--- config.mk ---
export PLATFORM = sky130hd
export DESIGN_NAME = sorted_priority_task_queue_unit
export DESIGN_NICKNAME = d
export VERILOG_FILES = /design/src/hdl/spq_pkg.sv /design/src/hdl/spq_cell.sv /design/src/hdl/sorted_priority_task_queue_unit.sv
export SDC_FILE = /design/constraint.sdc
export NUM_CORES = 2
export LEC_CHECK = 0
export BUFFER_PORTS_ARGS = -buffer_cell sky130_fd_sc_hd__buf_4
export CORE_AREA = 3 3 344 346
export DETAILED_ROUTE_END_ITERATION = 6
export DIE_AREA = 0 0 347 349
export PLACE_DENSITY = 0.71
export SLEW_MARGIN = 20
export SYNTH_ARGS = -nofsm -noshare
export SYNTH_HDL_FRONTEND = slang
export SYNTH_SLANG_ARGS = --single-unit
--- constraint.sdc ---
create_clock -name clk -period 9.9 [get_ports clk]
set_clock_uncertainty 0.2 [all_clocks]
set_input_delay 1.485 -clock clk [delete_from_list [all_inputs] [get_ports clk]]
set_output_delay 1.485 -clock clk [all_outputs]
set_load 0.005 [all_outputs]
--- src/hdl/spq_pkg.sv ---
`timescale 1ns / 1ps

package spq_pkg;

    // Field widths fixed by the item format
    localparam int FUNC_W   = 2;
    localparam int ID_W     = 16;
    localparam int PRIO_W   = 8;
    localparam int DESC_W   = 32;
    localparam int STATUS_W = 2;

    // Upper bound on the number of items one view produces
    localparam int MAX_RESULTS = 16;

    // Operation codes
    localparam logic [FUNC_W-1:0] FUNC_ADD    = 2'd0;
    localparam logic [FUNC_W-1:0] FUNC_POP    = 2'd1;
    localparam logic [FUNC_W-1:0] FUNC_REMOVE = 2'd2;
    localparam logic [FUNC_W-1:0] FUNC_VIEW   = 2'd3;

    // Status codes
    localparam logic [STATUS_W-1:0] STATUS_OK        = 2'd0;
    localparam logic [STATUS_W-1:0] STATUS_EMPTY     = 2'd1;
    localparam logic [STATUS_W-1:0] STATUS_NOT_FOUND = 2'd2;
    localparam logic [STATUS_W-1:0] STATUS_FULL      = 2'd3;

    // One stored task
    typedef struct packed {
        logic [ID_W-1:0]   id;
        logic [PRIO_W-1:0] prio;
        logic [DESC_W-1:0] desc;
    } entry_t;

    localparam int ENTRY_W = $bits(entry_t);

    // Action applied by every cell in one cycle
    typedef enum logic [1:0] {
        OP_HOLD   = 2'd0,
        OP_ADD    = 2'd1,
        OP_REMOVE = 2'd2,
        OP_ROTATE = 2'd3
    } cell_op_t;

    // Command broadcast to the whole chain
    typedef struct packed {
        cell_op_t op;
        entry_t   new_entry;
    } cell_cmd_t;

    // Link from one cell to its neighbours
    typedef struct packed {
        logic   valid;
        logic   ge;
        entry_t entry;
    } cell_link_t;

endpackage

--- src/hdl/spq_cell.sv ---
`timescale 1ns / 1ps

module spq_cell
    import spq_pkg::*;
(
    input  logic       clk,
    input  logic       rst_n,
    input  cell_cmd_t  cmd,
    input  cell_link_t prev_link,
    input  cell_link_t next_link,
    input  logic       hit_in,
    output cell_link_t link,
    output logic       hit_out,
    output logic       first
);

    logic   valid_reg;
    logic   valid_next;
    entry_t entry_reg;
    entry_t entry_next;
    logic   ge;
    logic   match;

    // Compare the stored task against the broadcast one
    assign ge      = valid_reg && (entry_reg.prio >= cmd.new_entry.prio);
    assign match   = valid_reg && (entry_reg.id == cmd.new_entry.id);
    assign hit_out = hit_in | match;
    assign first   = match & ~hit_in;

    assign link.valid = valid_reg;
    assign link.ge    = ge;
    assign link.entry = entry_reg;

    // Choose the next content: keep, take new, take from a neighbour
    always_comb
    begin
        valid_next = valid_reg;
        entry_next = entry_reg;
        unique case (cmd.op)
            OP_ADD:
            begin
                if (!ge)
                begin
                    entry_next = prev_link.ge ? cmd.new_entry : prev_link.entry;
                    valid_next = valid_reg | prev_link.valid;
                end
            end
            OP_REMOVE:
            begin
                if (hit_out)
                begin
                    entry_next = next_link.entry;
                    valid_next = next_link.valid;
                end
            end
            OP_ROTATE:
            begin
                entry_next = next_link.entry;
                valid_next = next_link.valid;
            end
            OP_HOLD:
            begin
                valid_next = valid_reg;
                entry_next = entry_reg;
            end
        endcase
    end

    // Hold occupancy flag
    always_ff @(posedge clk or negedge rst_n)
    begin
        if (!rst_n)
        begin
            valid_reg <= 1'b0;
        end
        else
        begin
            valid_reg <= valid_next;
        end
    end

    // Hold task payload
    always_ff @(posedge clk)
    begin
        entry_reg <= entry_next;
    end

endmodule

--- src/hdl/sorted_priority_task_queue_unit.sv ---
`timescale 1ns / 1ps

// Sorted priority task queue. Tasks sit in a chain of QUEUE_DEPTH cells in
// descending priority order; equal priorities leave first in, first out.
// An item is taken when start is high and busy is low; busy stays high until
// the item finishes. Add, pop and remove by id give a single result on the
// cycle after the item finishes, marked by done for one cycle. View rotates
// the whole chain one cell per cycle and gives one result per stored task
// (at most MAX_RESULTS), one per cycle, with last on the final one; an empty
// queue gives one STATUS_EMPTY result instead. Results cannot be held off:
// the receiver must take every result in the cycle it is shown.

module sorted_priority_task_queue_unit
    import spq_pkg::*;
#(
    parameter int QUEUE_DEPTH = 16
)
(
    input  logic                clk,
    input  logic                rst_n,
    input  logic                start,
    output logic                busy,
    input  logic [FUNC_W-1:0]   func,
    input  logic [ID_W-1:0]     task_id,
    input  logic [PRIO_W-1:0]   task_priority,
    input  logic [DESC_W-1:0]   desc_handle,
    output logic                done,
    output logic [STATUS_W-1:0] status,
    output logic [ID_W-1:0]     out_id,
    output logic [PRIO_W-1:0]   out_priority,
    output logic [DESC_W-1:0]   out_desc,
    output logic                last
);

    localparam int CNT_W = $clog2(QUEUE_DEPTH + 1);
    localparam int K_W   = $clog2(QUEUE_DEPTH);

    typedef enum logic [2:0] {
        ST_IDLE = 3'b001,
        ST_EXEC = 3'b010,
        ST_VIEW = 3'b100
    } state_t;

    state_t              state_reg;
    state_t              state_next;
    logic [CNT_W-1:0]    count_reg;
    logic [CNT_W-1:0]    count_next;
    logic [K_W-1:0]      view_k_reg;
    logic [K_W-1:0]      view_k_next;
    logic [FUNC_W-1:0]   func_reg;
    entry_t              cmd_entry_reg;

    logic                done_reg;
    logic                done_next;
    logic [STATUS_W-1:0] status_reg;
    logic [STATUS_W-1:0] status_next;
    entry_t              res_entry_reg;
    entry_t              res_entry_next;
    logic                last_reg;
    logic                last_next;

    cell_cmd_t           cmd;
    cell_op_t            op;
    cell_link_t          links [QUEUE_DEPTH];
    logic                hits  [QUEUE_DEPTH+1];
    logic [QUEUE_DEPTH-1:0] firsts;
    logic [ENTRY_W-1:0]  found_vec;
    entry_t              found_entry;
    logic [CNT_W-1:0]    view_cnt;
    logic                accept;
    cell_link_t          head_link;
    cell_link_t          tail_link;

    assign accept = start && (state_reg == ST_IDLE);
    assign busy   = (state_reg != ST_IDLE);

    assign cmd.op        = op;
    assign cmd.new_entry = cmd_entry_reg;

    // Pop shifts from the head; remove starts at the first match
    assign hits[0] = (func_reg == FUNC_POP);

    // Head of the chain takes the new task when no stored task ranks ahead
    assign head_link.valid = 1'b1;
    assign head_link.ge    = 1'b1;
    assign head_link.entry = cmd_entry_reg;

    // Tail refills from the head while rotating, else empties
    assign tail_link.valid = (op == OP_ROTATE) ? links[0].valid : 1'b0;
    assign tail_link.ge    = 1'b0;
    assign tail_link.entry = links[0].entry;

    // Build the chain of cells
    for (genvar i = 0; i < QUEUE_DEPTH; i++)
    begin : g_cell
        spq_cell u_cell (
            .clk       (clk),
            .rst_n     (rst_n),
            .cmd       (cmd),
            .prev_link ((i == 0) ? head_link : links[(i == 0) ? 0 : i-1]),
            .next_link ((i == QUEUE_DEPTH-1) ? tail_link
                                             : links[(i == QUEUE_DEPTH-1) ? i : i+1]),
            .hit_in    (hits[i]),
            .link      (links[i]),
            .hit_out   (hits[i+1]),
            .first     (firsts[i])
        );
    end

    // Gather the first matching task
    always_comb
    begin
        found_vec = '0;
        for (int i = 0; i < QUEUE_DEPTH; i++)
        begin
            found_vec = found_vec | (links[i].entry & {ENTRY_W{firsts[i]}});
        end
    end
    assign found_entry = entry_t'(found_vec);

    // Bound the number of listed tasks
    assign view_cnt = (32'(count_reg) < MAX_RESULTS) ? count_reg : CNT_W'(MAX_RESULTS);

    // Sequence commands and form results
    always_comb
    begin
        state_next     = state_reg;
        count_next     = count_reg;
        view_k_next    = view_k_reg;
        op             = OP_HOLD;
        done_next      = 1'b0;
        status_next    = STATUS_OK;
        res_entry_next = '0;
        last_next      = 1'b1;
        unique case (state_reg)
            ST_IDLE:
            begin
                if (accept)
                begin
                    state_next = ST_EXEC;
                end
            end
            ST_EXEC:
            begin
                state_next = ST_IDLE;
                done_next  = 1'b1;
                if (func_reg == FUNC_ADD)
                begin
                    if (count_reg == CNT_W'(QUEUE_DEPTH))
                    begin
                        status_next = STATUS_FULL;
                    end
                    else
                    begin
                        op         = OP_ADD;
                        count_next = count_reg + CNT_W'(1);
                    end
                end
                else if (count_reg == '0)
                begin
                    status_next = STATUS_EMPTY;
                end
                else if (func_reg == FUNC_POP)
                begin
                    op             = OP_REMOVE;
                    res_entry_next = links[0].entry;
                    count_next     = count_reg - CNT_W'(1);
                end
                else if (func_reg == FUNC_REMOVE)
                begin
                    if (hits[QUEUE_DEPTH])
                    begin
                        op             = OP_REMOVE;
                        res_entry_next = found_entry;
                        count_next     = count_reg - CNT_W'(1);
                    end
                    else
                    begin
                        status_next = STATUS_NOT_FOUND;
                    end
                end
                else
                begin
                    done_next   = 1'b0;
                    view_k_next = '0;
                    state_next  = ST_VIEW;
                end
            end
            ST_VIEW:
            begin
                op = OP_ROTATE;
                if (CNT_W'(view_k_reg) < view_cnt)
                begin
                    done_next      = 1'b1;
                    res_entry_next = links[0].entry;
                    last_next      = ((CNT_W'(view_k_reg) + CNT_W'(1)) == view_cnt);
                end
                view_k_next = view_k_reg + K_W'(1);
                if (view_k_reg == K_W'(QUEUE_DEPTH - 1))
                begin
                    state_next = ST_IDLE;
                end
            end
            default:
            begin
                state_next = ST_IDLE;
            end
        endcase
    end

    // Advance control state
    always_ff @(posedge clk or negedge rst_n)
    begin
        if (!rst_n)
        begin
            state_reg  <= ST_IDLE;
            count_reg  <= '0;
            view_k_reg <= '0;
            done_reg   <= 1'b0;
        end
        else
        begin
            state_reg  <= state_next;
            count_reg  <= count_next;
            view_k_reg <= view_k_next;
            done_reg   <= done_next;
        end
    end

    // Hold the accepted item and the result payload
    always_ff @(posedge clk)
    begin
        if (accept)
        begin
            func_reg           <= func;
            cmd_entry_reg.id   <= task_id;
            cmd_entry_reg.prio <= task_priority;
            cmd_entry_reg.desc <= desc_handle;
        end
        status_reg    <= status_next;
        res_entry_reg <= res_entry_next;
        last_reg      <= last_next;
    end

    assign done         = done_reg;
    assign status       = status_reg;
    assign out_id       = res_entry_reg.id;
    assign out_priority = res_entry_reg.prio;
    assign out_desc     = res_entry_reg.desc;
    assign last         = last_reg;

endmodule

# Word level (Yosys, flattened, before mapping)
# Cells that the tools add are included.
# totals
reg_bits	1042
word_cells	478
output_inout_bits	61
# op_classes
n_lt_le_gt_ge	18
eq_ne	68
bitwise_logic	95
mux	157
reduce_logical	59
addsub	4
# op_table
op	n
56-bit two-way mux	53
56-bit case mux with 3 select lines	16
56-bit AND	16
56-bit bitwise OR	15
16-bit equality test	16
8-bit >= comparator	16
56-bit case mux with 2 select lines	1
2-bit != test, second input constant	24
1-bit case mux with 3 select lines	16
3-bit AND reduction	16
1-bit two-way mux	39
5-bit two-way mux	7
1-bit logical AND	33
2-bit by 1-bit != test with 1-bit output, second input constant	16
1-bit bitwise OR	31
2-bit two-way mux	11
3-bit two-way mux	6
1-bit NOT	17
1-bit AND	16
4-bit two-way mux	4
5-bit AND reduction	2
3-bit case mux with 3 select lines	1
4-bit case mux with 2 select lines	1
2-bit equality test, second input constant	3
other kinds (21)	25

# Logic depth before layout (Yosys ltp)
# logic_depth
ltp_word	28
mapped_depth	16
mapped_depth_nobuf	13

# Hierarchy
# From an unflattened synthesis, not the netlist that was laid out.
# unflattened
cells_unflattened	5957
hier_area_um2	62575.0
# modules_own_cells
module	area_per_inst_um2	cells_per_inst	n_inst
spq_cell	3306.9	305	16
sorted_priority_task_queue_unit	9664.3	1077	1

# Least setup slack after synthesis
# No wires, ideal clock.
# synth_timing
path_kind	input to register
startpoint	input port start
endpoint	register cmd_entry_reg (netlist bit cmd[0]) (enable)
setup_time_ps	620
t_required_ps	9080
stages	1
path_slack_ps	2028
n_path_buf	0
t_arrival_ps	7052
cell_sequence	nor4bb_1
# synth_between
elab_chain_len	1
# synth_rtl
item	line	rtl
start, declared	sorted_priority_task_queue_unit.sv:21	input logic start,
1-bit logical AND	sorted_priority_task_queue_unit.sv:74	assign accept = start && (state_reg == ST_IDLE);
end, declared	sorted_priority_task_queue_unit.sv:51	entry_t cmd_entry_reg;
# No other way between the ends.
# A chain may end at the register's enable or synchronous reset.

# Final worst setup path
# layout_timing
startpoint	register cmd_entry_reg (netlist bit cmd[42])
endpoint	register g_cell[11].u_cell.entry_reg (netlist bit g_cell[11].u_cell.link[28]) (enable)
# layout_between
elab_chain_len	27
word_cells_on_any_way	61
# layout_rtl
item	line	rtl
16-bit equality test	spq_cell.sv:26	assign match = valid_reg && (entry_reg.id == cmd.new_entry.id);
1-bit logical AND	spq_cell.sv:26	
1-bit bitwise OR (16 in a row)	spq_cell.sv:27	assign hit_out = hit_in | match;
2-bit two-way mux	sorted_priority_task_queue_unit.sv:171	if (hits[QUEUE_DEPTH])
2-bit two-way mux	sorted_priority_task_queue_unit.sv:169	else if (func_reg == FUNC_REMOVE)
2-bit two-way mux	sorted_priority_task_queue_unit.sv:163	else if (func_reg == FUNC_POP)
2-bit two-way mux	sorted_priority_task_queue_unit.sv:159	else if (count_reg == '0)
2-bit two-way mux	sorted_priority_task_queue_unit.sv:147	if (func_reg == FUNC_ADD)
2-bit case mux with 2 select lines	sorted_priority_task_queue_unit.sv:135	unique case (state_reg)
2-bit equality test (tied with other cells)	spq_cell.sv:39	unique case (cmd.op)
2-bit by 1-bit != test with 1-bit output (no source line) (tied with other cells)	--	
3-bit AND reduction (no source line) *	--	
end signal, assigned	spq_cell.sv:85	entry_reg <= entry_next;
end, declared	spq_cell.sv:19	entry_t entry_reg;
# Mark *: on every way between the ends. The rest lies on a longest branch, timed or not.

==> summary.md <==
| Metric | Value |
|---|---|
| Number of hold buffers added after CTS | 0 |
| CP startpoint kind | flop |
| Worst skew pair latency | 750 ps |
| Port Buffers | 121 |
| GRT overflow | 0 |
| Max-cap violations | 0 |
| WP data arrival | 6910 ps |
| Vias in the first global route | between 50k and 60k |
| Number of flops mapped to enable cells by yosys | 954 |
| Gr usage total | 41.37% |
| Initial DRC count | 11.08k |
| Final TNS setup | 0 ps |
| Initial core utilization | 54.71% |
| Failing checks | design-rule violations |
| #FFs+latches synth | 1042 |
| Area delta synth->final | 7.436% |
| Post-synth top flop | edfxtp_1 |
| Final Core Density | 58.78% |
| FF+latch area | 30560 um^2 |
| Hpwl dp | 158700 um |
| Standard-cell rows | 125 |
| Post-synth ARST share | 2.783% |
| Hold WC Path Type | reg -> reg |
| Pin count of the biggest net entering global routing | between 200 and 250 |
| Achievable Freq | 147.7 MHz |
| YS warnings | 0 |
| Slew @ Worst Pin | 1322 ps |
| Die X-Extent | 347 um |
| Finish-stage setup viols | 0 |
| Cell Area, Synth | roughly 63000 um^2 |
| DRC | 44 |
| Drt pass-1 iters | 7 |
| Status | finished, violations left |
| CORE AREA | 115700 um^2 |
| Maximum buffer depth of the clock tree | 3 |
| Commonest non-fill, non-tap cell in the layout | a21oi_1 |
| Min Tclk post-route | 6769 ps |
| Critical Path Sink Type | flop |
| Die Ht | 349 um |
| Slew Limit Fails | 0 |
| Final WL | 260300 um |
| Part of the cycle the worst path needs | 68.37% |
| Wire length of the first global-routing pass | 372300 um |
| Post-synthesis cell type count | 85 |
| Post-Syn Nets | 7172 |
| Postcts setup bufs | 0 |
| CTS tree | built |
| Synthesized area per cell | 9.084 um^2 |
| Routed WL per cell | 31.24 um |
| Most frequent cells in the layout | a21oi_1 (1572), nand2_1 (1050), edfxtp_1 (954), nor2_1 (833), buf_4 (250) |
| Fill cells | 9964 |
| Vias per inst | 7.108 |
| # IOs | 122 |
| Layout cell share with drive strength beyond 1 | 8.085% |
| Number of CTS-inserted buffers | 114 |
| H-tree levels | 3 |
| Via count | about 59k |
| GP Congestion | around 1.0 |
| Power Total | 14260 uW |
| Gate Count Post-Synth | ~7.0k |
| Max FFs per register | 896 |
| Worst vdd ir | 152.2 uV |
| Die area | 121100 um^2 |
| Clock root buffer master | clkbuf_16 |
| Unrepaired setup endpoints after global routing | false |
| Crit Path Class | reg -> reg |
| Final Hold Viols | 0 |
| Power Dens Cells | 209.6 nW/um^2 |
| PostCTS Resize Cnt | 0 |
| Number of clock sinks | 1042 |
| Post-synthesis sequential area ratio | 48.26% |
| WP data required | 10040 ps |
| Leakage power | 0.02570 uW |
| Clk slew on worst S/H paths | 60 ps |
| Final ANT Viol Nets | 0 |
| Antenna violations before repair | 10 |
| Multi-input logic area | 29490 um^2 |
| Final nets | 6906 |
| Worst Path Max Fanout | 120 |
| Slew margin rel. | 11.89% |
[worst max-delay path, cell delays in order (launching register included)]
cell and delay, ps:
edfxtp_1 440, buf_4 480, xnor2_1 210, nand4_1 110
or4b_1 530, or4_1 700, nand3b_4 190, nor4_2 130
nand2b_1 470, nand2_8 850, a21oi_1 160, nor2_4 880
buf_4 900
[final timing paths]
path | startpoint | to | slack [ps] | cells after the start
worst max-delay path | cmd[42]$_DFFE_PP_ | g_cell[11].u_cell.link[28]$_DFFE_PP_ | 3130 | 12
worst max register to register | cmd[42]$_DFFE_PP_ | g_cell[11].u_cell.link[28]$_DFFE_PP_ | 3130 | 12
min in group asynchronous | rst_n | done$_DFF_PN0_ | 560 | 1
max in group asynchronous | rst_n | g_cell[4].u_cell.valid_reg$_DFFE_PN0P_ | 8500 | 1
worst min-delay path | view_k_reg[0]$_DFFE_PN0P_ | view_k_reg[0]$_DFFE_PN0P_ | 350 | 1
worst min register to register | view_k_reg[0]$_DFFE_PN0P_ | view_k_reg[0]$_DFFE_PN0P_ | 350 | 1
[synthesized netlist by cell type (43+ instances only)]
library cell / instances / area [um^2]
nor2_1: 847 / 3179
buf_2: 147 / 735.7
dfxtp_1: 59 / 1181
xor2_1: 123 / 1077
edfxtp_1: 954 / 28650
o21ai_0: 92 / 460.4
a22oi_1: 99 / 743.2
nand2_1: 1063 / 3990
buf_6: 88 / 991.0
a21oi_1: 1576 / 7888
xnor2_1: 141 / 1235
nand3_1: 203 / 1016
buf_1: 49 / 183.9
inv_1: 106 / 397.9
a221oi_1: 59 / 516.8
clkbuf_1: 333 / 1250
mux2i_1: 161 / 1612
nor4_1: 43 / 269.0
a21o_1: 55 / 412.9
a222oi_1: 80 / 800.8
nand4_1: 43 / 269.0
ha_1: 140 / 1752
[per-stage QoR]
stage	std cells	hold WS, ps	setup slack, ps	instance area [um^2]
finish	8332	352.1	3131	68020
global placement	8108	332.3	3581	64300
detailed placement	8110	341.7	3425	64350
global route	8327	380.3	3069	68010
CTS	8325	353.6	3406	67970
floorplan	6970	255.4	2028	63320
[logic make-up after synthesis]
family / synth area share [%]
and+or+nand+nor: 16.17
xor gates and xnor gates: 3.652
buffers and inverters: 5.964
muxes: 2.616
AOI/OAI and AO/OA: 20.54
DFF: 48.26
adders and majority gates: 2.798
[metal layers]
metal	vias up	routed length, um	GRT usage, %
met1	27580	90130	53.54
met3	1300	41510	13.28
met2	5604	108100	59.97
met5	-	24	0
met4	2	20480	26.29
li1	24741	-	-
[cell type report]
type                       count  area share [%]
inverter                     106          0.5849
timing repair buffer         258           3.009
clock buffer                 163           4.628
tap                         1524           2.803
clock inverter                52          0.6916
sequential                  1042           44.92
antenna                        5         0.01839
multi-input combinational   5182           43.35
[power by group]
group / leakage (uW) / switching [uW] / internal, uW
registers: 0.00949 / 533 / 5470
logic: 0.0144 / 2740 / 1230
clock network: 0.00178 / 1900 / 2390
total: 0.0257 / 5170 / 9090
Note: power is estimated with default switching activity, not from simulation.
